### src/rbdc_pkg.sv
`timescale 1ns / 1ps
package rbdc_pkg;

  localparam int unsigned DW = 32;

  localparam logic [DW-1:0] SPREAD_BYTE_LIMIT = 32'd255;
  localparam logic [DW-1:0] SPREAD_HALF_LIMIT = 32'd65535;

  localparam logic [2:0] HDR_BYTES = 3'd5;

  localparam logic [1:0] WSEL_BYTE = 2'd0;
  localparam logic [1:0] WSEL_HALF = 2'd1;
  localparam logic [1:0] WSEL_FULL = 2'd2;

  localparam logic [1:0] REG_TAG_BYTE = 2'd0;
  localparam logic [1:0] REG_TAG_HALF = 2'd1;
  localparam logic [1:0] REG_TAG_FULL = 2'd2;

  typedef struct packed {
    logic [DW-1:0] a;
    logic [DW-1:0] b;
    logic          sub;
  } alu_req_t;

  typedef struct packed {
    logic [DW-1:0] res;
    logic          carry;
  } alu_rsp_t;

endpackage

### src/rbdc_alu.sv
`timescale 1ns / 1ps
module rbdc_alu
  import rbdc_pkg::*;
(
  input  alu_req_t req,
  output alu_rsp_t rsp
);

  logic [DW:0]   sum;
  logic [DW-1:0] b_op;

  // On a subtraction the carry out is high when a is not below b.
  assign b_op = req.sub ? ~req.b : req.b;
  assign sum = {1'b0, req.a} + {1'b0, b_op} + {{DW{1'b0}}, req.sub};
  assign rsp.res = sum[DW-1:0];
  assign rsp.carry = sum[DW];

endmodule

### src/row_base_delta_compressor.sv
`timescale 1ns / 1ps
// Channel  Direction  Signals                      Contents
// in       slave      in_tvalid/tready/tdata/...   one row element per transaction
// out      master     out_tvalid/tready/tdata/...  row header, then one delta per stored element
// cfg      write      cfg_we/cfg_index/cfg_wdata   encoding tags
//
// A non-last element stays in S_IDLE when it is the first of its row or is dropped,
// otherwise it also passes S_MIN and S_MAX, as min and max share one adder-subtractor.
// A last element then passes S_SPREAD for the spread, S_HDR for the header, S_RD and
// S_DLT per stored element (memory read, then delta through the shared unit) and S_OFS for the offset.
// Output back-pressure stalls the sequencer; reset is synchronous and active low.
module row_base_delta_compressor
  import rbdc_pkg::*;
#(
  parameter int ROW_MAX = 32
) (
  input  logic        clk,
  input  logic        rst_n,
  input  logic        in_tvalid,
  output logic        in_tready,
  input  logic [31:0] in_tdata,   // value
  input  logic        in_tlast,   // row_last
  input  logic        in_tuser,   // matrix_first
  output logic        out_tvalid,
  input  logic        out_tready,
  output logic [71:0] out_tdata,  // payload, byte_count, row_offset, zero fill
  output logic        out_tlast,  // last
  output logic [9:0]  out_tuser,  // is_header, tag, row_overflow
  input  logic        cfg_we,
  input  logic [1:0]  cfg_index,
  input  logic [7:0]  cfg_wdata
);

  localparam int CW = $clog2(ROW_MAX + 1);
  localparam int AW = (ROW_MAX > 1) ? $clog2(ROW_MAX) : 1;

  localparam logic [2:0] S_IDLE   = 3'd0;
  localparam logic [2:0] S_MIN    = 3'd1;
  localparam logic [2:0] S_MAX    = 3'd2;
  localparam logic [2:0] S_SPREAD = 3'd3;
  localparam logic [2:0] S_HDR    = 3'd4;
  localparam logic [2:0] S_RD     = 3'd5;
  localparam logic [2:0] S_DLT    = 3'd6;
  localparam logic [2:0] S_OFS    = 3'd7;

  logic [2:0]    state_r, state_nxt;
  logic [CW-1:0] cnt_r, cnt_nxt;
  logic [CW-1:0] idx_r, idx_nxt;
  logic          ovf_r, ovf_nxt;
  logic          last_r, last_nxt;
  logic [DW-1:0] min_r, min_nxt;
  logic [DW-1:0] max_r, max_nxt;
  logic [DW-1:0] val_r, val_nxt;
  logic [DW-1:0] ofs_r, ofs_nxt;
  logic [1:0]    wsel_r, wsel_nxt;
  logic [7:0]    tag_byte_r, tag_half_r, tag_full_r;
  logic [DW-1:0] rd_r;

  logic          o_valid_r, o_valid_nxt;
  logic          o_hdr_r, o_hdr_nxt;
  logic [7:0]    o_tag_r, o_tag_nxt;
  logic [DW-1:0] o_pay_r, o_pay_nxt;
  logic [2:0]    o_bc_r, o_bc_nxt;
  logic [DW-1:0] o_ofs_r, o_ofs_nxt;
  logic          o_ovf_r, o_ovf_nxt;
  logic          o_last_r, o_last_nxt;

  logic [DW-1:0] mem [ROW_MAX];

  alu_req_t      alu_req;
  alu_rsp_t      alu_rsp;

  logic          in_acc;
  logic          out_free;
  logic          store_ok;
  logic [7:0]    row_tag;
  logic [DW-1:0] delta_mask;
  logic [CW-1:0] idx_inc;
  logic [8:0]    row_bytes;

  rbdc_alu u_alu (
    .req (alu_req),
    .rsp (alu_rsp)
  );

  assign in_tready = (state_r == S_IDLE);
  assign in_acc = in_tvalid && in_tready;
  assign out_free = !o_valid_r || out_tready;
  assign store_ok = (cnt_r < CW'(ROW_MAX));
  assign idx_inc = idx_r + 1'b1;
  assign row_bytes = 9'(HDR_BYTES) + (9'(cnt_r) << wsel_r);

  always_comb begin
    case (wsel_r)
      WSEL_BYTE: begin
        row_tag = tag_byte_r;
        delta_mask = 32'h0000_00FF;
      end
      WSEL_HALF: begin
        row_tag = tag_half_r;
        delta_mask = 32'h0000_FFFF;
      end
      default: begin
        row_tag = tag_full_r;
        delta_mask = 32'hFFFF_FFFF;
      end
    endcase
  end

  always_comb begin
    alu_req.a = min_r;
    alu_req.b = max_r;
    alu_req.sub = 1'b1;
    case (state_r)
      S_MIN: begin
        alu_req.a = val_r;
        alu_req.b = min_r;
      end
      S_MAX: begin
        alu_req.a = max_r;
        alu_req.b = val_r;
      end
      S_SPREAD: begin
        alu_req.a = max_r;
        alu_req.b = min_r;
      end
      S_DLT: begin
        alu_req.a = rd_r;
        alu_req.b = min_r;
      end
      S_OFS: begin
        alu_req.a = ofs_r;
        alu_req.b = DW'(row_bytes);
        alu_req.sub = 1'b0;
      end
      default: begin
        alu_req.a = min_r;
        alu_req.b = max_r;
      end
    endcase
  end

  always_comb begin
    state_nxt = state_r;
    cnt_nxt = cnt_r;
    idx_nxt = idx_r;
    ovf_nxt = ovf_r;
    last_nxt = last_r;
    min_nxt = min_r;
    max_nxt = max_r;
    val_nxt = val_r;
    ofs_nxt = ofs_r;
    wsel_nxt = wsel_r;
    o_valid_nxt = o_valid_r && !out_tready;
    o_hdr_nxt = o_hdr_r;
    o_tag_nxt = o_tag_r;
    o_pay_nxt = o_pay_r;
    o_bc_nxt = o_bc_r;
    o_ofs_nxt = o_ofs_r;
    o_ovf_nxt = o_ovf_r;
    o_last_nxt = o_last_r;
    case (state_r)
      S_IDLE: begin
        if (in_acc) begin
          val_nxt = in_tdata;
          last_nxt = in_tlast;
          if ((cnt_r == '0) && !ovf_r && in_tuser) begin
            ofs_nxt = '0;
          end
          state_nxt = in_tlast ? S_SPREAD : S_IDLE;
          if (store_ok) begin
            cnt_nxt = cnt_r + 1'b1;
            if (cnt_r == '0) begin
              min_nxt = in_tdata;
              max_nxt = in_tdata;
            end else begin
              state_nxt = S_MIN;
            end
          end else begin
            ovf_nxt = 1'b1;
          end
        end
      end
      S_MIN: begin
        if (!alu_rsp.carry) begin
          min_nxt = val_r;
        end
        state_nxt = S_MAX;
      end
      S_MAX: begin
        if (!alu_rsp.carry) begin
          max_nxt = val_r;
        end
        state_nxt = last_r ? S_SPREAD : S_IDLE;
      end
      S_SPREAD: begin
        if (alu_rsp.res < SPREAD_BYTE_LIMIT) begin
          wsel_nxt = WSEL_BYTE;
        end else if (alu_rsp.res < SPREAD_HALF_LIMIT) begin
          wsel_nxt = WSEL_HALF;
        end else begin
          wsel_nxt = WSEL_FULL;
        end
        state_nxt = S_HDR;
      end
      S_HDR: begin
        if (out_free) begin
          o_valid_nxt = 1'b1;
          o_hdr_nxt = 1'b1;
          o_tag_nxt = row_tag;
          o_pay_nxt = min_r;
          o_bc_nxt = HDR_BYTES;
          o_ofs_nxt = ofs_r;
          o_ovf_nxt = ovf_r;
          o_last_nxt = (cnt_r == '0);
          idx_nxt = '0;
          state_nxt = (cnt_r == '0) ? S_OFS : S_RD;
        end
      end
      S_RD: begin
        state_nxt = S_DLT;
      end
      S_DLT: begin
        if (out_free) begin
          o_valid_nxt = 1'b1;
          o_hdr_nxt = 1'b0;
          o_tag_nxt = row_tag;
          o_pay_nxt = alu_rsp.res & delta_mask;
          o_bc_nxt = 3'(3'd1 << wsel_r);
          o_ofs_nxt = ofs_r;
          o_ovf_nxt = ovf_r;
          o_last_nxt = (idx_inc == cnt_r);
          idx_nxt = idx_inc;
          state_nxt = (idx_inc == cnt_r) ? S_OFS : S_RD;
        end
      end
      S_OFS: begin
        ofs_nxt = alu_rsp.res;
        cnt_nxt = '0;
        ovf_nxt = 1'b0;
        min_nxt = '0;
        max_nxt = '0;
        state_nxt = S_IDLE;
      end
      default: begin
        state_nxt = S_IDLE;
      end
    endcase
  end

  always_ff @(posedge clk) begin
    if (!rst_n) begin
      state_r <= S_IDLE;
      cnt_r <= '0;
      idx_r <= '0;
      ovf_r <= 1'b0;
      last_r <= 1'b0;
      min_r <= '0;
      max_r <= '0;
      ofs_r <= '0;
      wsel_r <= WSEL_BYTE;
      o_valid_r <= 1'b0;
    end else begin
      state_r <= state_nxt;
      cnt_r <= cnt_nxt;
      idx_r <= idx_nxt;
      ovf_r <= ovf_nxt;
      last_r <= last_nxt;
      min_r <= min_nxt;
      max_r <= max_nxt;
      ofs_r <= ofs_nxt;
      wsel_r <= wsel_nxt;
      o_valid_r <= o_valid_nxt;
    end
  end

  always_ff @(posedge clk) begin
    val_r <= val_nxt;
    o_hdr_r <= o_hdr_nxt;
    o_tag_r <= o_tag_nxt;
    o_pay_r <= o_pay_nxt;
    o_bc_r <= o_bc_nxt;
    o_ofs_r <= o_ofs_nxt;
    o_ovf_r <= o_ovf_nxt;
    o_last_r <= o_last_nxt;
  end

  always_ff @(posedge clk) begin
    if (!rst_n) begin
      tag_byte_r <= 8'd0;
      tag_half_r <= 8'd1;
      tag_full_r <= 8'd2;
    end else if (cfg_we) begin
      case (cfg_index)
        REG_TAG_BYTE: tag_byte_r <= cfg_wdata;
        REG_TAG_HALF: tag_half_r <= cfg_wdata;
        REG_TAG_FULL: tag_full_r <= cfg_wdata;
        default: begin
        end
      endcase
    end
  end

  always_ff @(posedge clk) begin
    if (in_acc && store_ok) begin
      mem[cnt_r[AW-1:0]] <= in_tdata;
    end
    if (state_r == S_RD) begin
      rd_r <= mem[idx_r[AW-1:0]];
    end
  end

  assign out_tvalid = o_valid_r;
  assign out_tdata = {5'b0, o_ofs_r, o_bc_r, o_pay_r};
  assign out_tlast = o_last_r;
  assign out_tuser = {o_ovf_r, o_tag_r, o_hdr_r};

endmodule

### config.mk
export PLATFORM = sky130hd
export DESIGN_NAME = row_base_delta_compressor
export DESIGN_NICKNAME = d
export VERILOG_FILES = /design/src/rbdc_pkg.sv /design/src/rbdc_alu.sv /design/src/row_base_delta_compressor.sv
export SDC_FILE = /design/constraint.sdc
export NUM_CORES = 2
export LEC_CHECK = 0
export ABC_CLOCK_PERIOD_IN_PS = 8950
export BUFFER_PORTS_ARGS = -buffer_cell sky130_fd_sc_hd__buf_2
export CAP_MARGIN = 30
export CORE_MARGIN = 4
export CORE_UTILIZATION = 60
export CTS_BUF_LIST = sky130_fd_sc_hd__clkbuf_4 sky130_fd_sc_hd__clkbuf_8
export DETAILED_ROUTE_END_ITERATION = 7
export MAX_ROUTING_LAYER = met4
export PLACE_DENSITY = 0.86
export SYNTH_ARGS = -nofsm -noshare
export SYNTH_HDL_FRONTEND = slang
export SYNTH_SLANG_ARGS = --single-unit
### constraint.sdc
create_clock -name clk -period 8.95 [get_ports clk]
set_input_delay 0.895 -clock clk [delete_from_list [all_inputs] [get_ports clk]]
set_output_delay 0.895 -clock clk [all_outputs]
set_load 0.005 [all_outputs]
==> impl_results.md <==
* Status: completed
* CTS H-Tree Depth at 4
* Initial drt markers at 5706
* Largest stage delay on the critical path at 0.77 ns
* Setup crit start: state_r[1]$_SDFFE_PN0P_
* Chip Height at 308.0 um
* Post-CTS sizing at 0
* Worst hold path endpoint: last_r$_SDFFE_PN0P_
* CP max-delay cell: nor2_4
* CP Data Required Time at 9.77 ns
* Die area at 94860 sq um
* CP Max Fanout at 82
* Final hold viol count at 0
* Reg2reg end: min_r[21]$_SDFFE_PN0P_
* FMAX at 163.5 MHz
* Final Max Tran Viols at 0
* Cells after Synth at 3256
* Synth area leader: edfxtp_1
* Post-synth top flop: edfxtp_1
* Lkg Pwr at 19.38 nW
* Routability cong. at 0.9379
* Clk_lat worst skew at 0.90 ns
* Worst R2R Path Depth at 16
* # fillers at 5345
* Die Span X at 308.0 um
* Core area at 88780 sq um
* Vias at 32660
* Max-Cap Viols at 0
* Synth cell count leaders: 1166 x edfxtp_1, 349 x nor2_1, 320 x mux4_2, 277 x a21oi_1, 163 x nand2_1
* Synth async-reset ratio at 0
* Nets at 3548
* Final setup viols at 0
* Initial Util at 0.6082
* Largest net degree at the start of global routing at 113
* Measured slew at the worst slew-check pin at 0.9706 ns
* Max VDD drop at 0.2163 mV
* WP data arrival at 6.93 ns
* Wire per inst at 31.52 um
* Total GRT Usage at 0.3321
* Worst hold path class: primary input to flip-flop
* CTS Sinks at 1306
* DRT Pass-1 Iters at 8
* CTS tree: yes
* Largest cells by area after synthesis: edfxtp_1 65%, mux4_2 13%, dfxtp_1 5.2%
* CP top delay family: compound AO/OA/AOI/OAI gates
* Seq/Total Area, Yosys at 0.7003
* Cell Area, Synth at 54000 sq um
* DP HPWL at 87820 um
* # hold bufs at CTS at 0
* Final std cells w/o fill at 4785
* CP Capture Type: flip-flop
* Min-Delay Startpoint: in_tlast
* CTS buffer count at 195
* Final setup skew at 0.05805 ns
* Critical path startpoint category: flip-flop
* Final period util at 0.6834
* Area Growth Syn to Fin at 11.44%
* Slew headroom at 0.3530
* CP Class: flip-flop to flip-flop
* Post-synthesis cell type count at 87
* Syn Area/Cell at 16.58 sq um
* Reg2reg setup slack at 2.83 ns
* Top-count cell post-synth: edfxtp_1
* Vias in the first global route at 32120
* Fraction of layout cells with a size suffix above 1 at 0.2576
* RSZ-0062 raised after global routing: no
* Post-route ant nets at 0
* Setup repair bufs after CTS at 0
* Via-to-Cell Ratio at 6.826
* Pwr Density at 289.2 nW/um^2
* # IOs at 134
* Final Critical Period at 6.117 ns
* Max Root-Sink Buffers at 3
* Yosys top cell area share at 0.6484
* PortBufs at 128
* Buf+Inv Stages, Crit Path at 2
* Grt total ovfl at 0
* Root Driver: clkbuf_8
* First-pass GRT wire length at 220200 um
* FF-to-FF Start: state_r[1]$_SDFFE_PN0P_
* Synth warn at 0
* #FFs+latches synth at 1306
* Row count at 109
* Routed wire length at 150800 um
* Initial antenna violation count at 14
* DRC at 0
* CP Cell Sequence: buf_4 > nand2b_1 > nor2_4 > a222oi_1 > a21boi_0 > ha_1 > a21o_1 > o21a_1 > o41ai_2 > o21ai_2 > a21oi_1 > o21ai_0 > a21oi_2 > buf_4 > a21oi_1 > nor2_1
* Hold Path Depth at 3
* Setup TNS at 0 ns
* Register clock-pin slew on the reported worst setup and hold paths at 0.07 ns
* Dpl cells at 4427
* Number of synthesized flops with an enable pin at 1166
[worst min-delay path, delay by kind of cell]
kind	cells	cell delay [ns]
AO/OA/AOI/OAI	1	0.06
buffers and inverters	1	0.10
AND/OR/NAND/NOR	1	0.07
[report_power, final]
group	switching, mW	internal (mW)
clock network	2.36	2.62
registers	0.230	6.93
logic	3.48	1.79
[layout by cell type (no fill, tap or decap), types with 62 or more instances in the layout]
cell,synthesis,final
nand2_1,163,163
a21oi_1,277,275
edfxtp_1,1166,1166
mux4_2,320,320
nor2_1,349,313
buf_4,9,62
clkbuf_8,0,200
mux2i_1,70,70
dfxtp_1,140,133
o21ai_0,142,142
buf_2,15,128
[stage by stage]
step	instance area, sq um	util	total power [mW]	hold WS, ns	worst slack [ns]
2_1_floorplan	54010	-	10.87	0.4221	4.196
3_3_place_gp	56140	0.6324	12.30	0.4561	3.022
3_5_place_dp	56170	0.6327	12.35	0.4685	2.946
4_1_cts	60120	0.6772	17.28	0.2259	2.850
5_1_grt	60180	0.6778	18.18	0.2753	2.592
6_report	60180	0.6778	17.40	0.2785	2.833
[registers in the layout, indices dropped and copies added, names as in the netlist, 2 cells and up]
register	cells
cnt_r	6
idx_r	6
max_r	32
mem	1024
min_r	32
o_bc_r	3
o_ofs_r	32
o_pay_r	32
o_tag_r	8
ofs_r	32
rd_r	32
state_r	3
tag_byte_r	8
tag_full_r	8
tag_half_r	8
val_r	32
wsel_r	2
[layer usage]
metal | vias up | wire, um | share of wire | GRT usage
met5 | - | 0 | 0 | -
met4 | 0 | 6366 | 0.042 | 0.1252
met3 | 408 | 19790 | 0.13 | 0.07794
met2 | 2718 | 71070 | 0.47 | 0.5012
met1 | 16320 | 53600 | 0.36 | 0.4493
li1 | 13210 | - | - | -
[cells by family (layout without fill, tap and decap cells)]
logic type	Yosys count	count (layout)	synth area share
compound gates	546	546	0.05886
xor+xnor	50	50	0.008110
fa+ha+maj	39	39	0.009176
buf+inv	248	598	0.01849
flops	1306	1306	0.7003
mux	425	425	0.1537
other cells	1	15	0.00006945
simple gates	641	641	0.05123
[worst max path at each step]
stage | endpoint | depth (start not counted)
global route | min_r[21]$_SDFFE_PN0P_ | 16
detailed placement | min_r[26]$_SDFFE_PN0P_ | 21
floorplan | wsel_r[0]$_SDFFE_PN0N_ | 22
global placement | min_r[13]$_SDFFE_PN0P_ | 21
finish | min_r[21]$_SDFFE_PN0P_ | 16
CTS | min_r[21]$_SDFFE_PN0P_ | 21
[layout make-up]
type | instances | area [sq um] | area share
Tap cell | 1165 | 1458 | 0.02422
Multi-Input combinational cell | 1706 | 15480 | 0.2572
Antenna cell | 10 | 25.02 | 0.0004159
Sequential cell | 1306 | 37840 | 0.6288
Clock buffer | 247 | 3105 | 0.05161
Inverter | 55 | 206.4 | 0.003431
Clock inverter | 100 | 843.3 | 0.01401
Timing Repair Buffer | 196 | 1224 | 0.02034
Note: power is estimated with default switching activity, not from simulation.
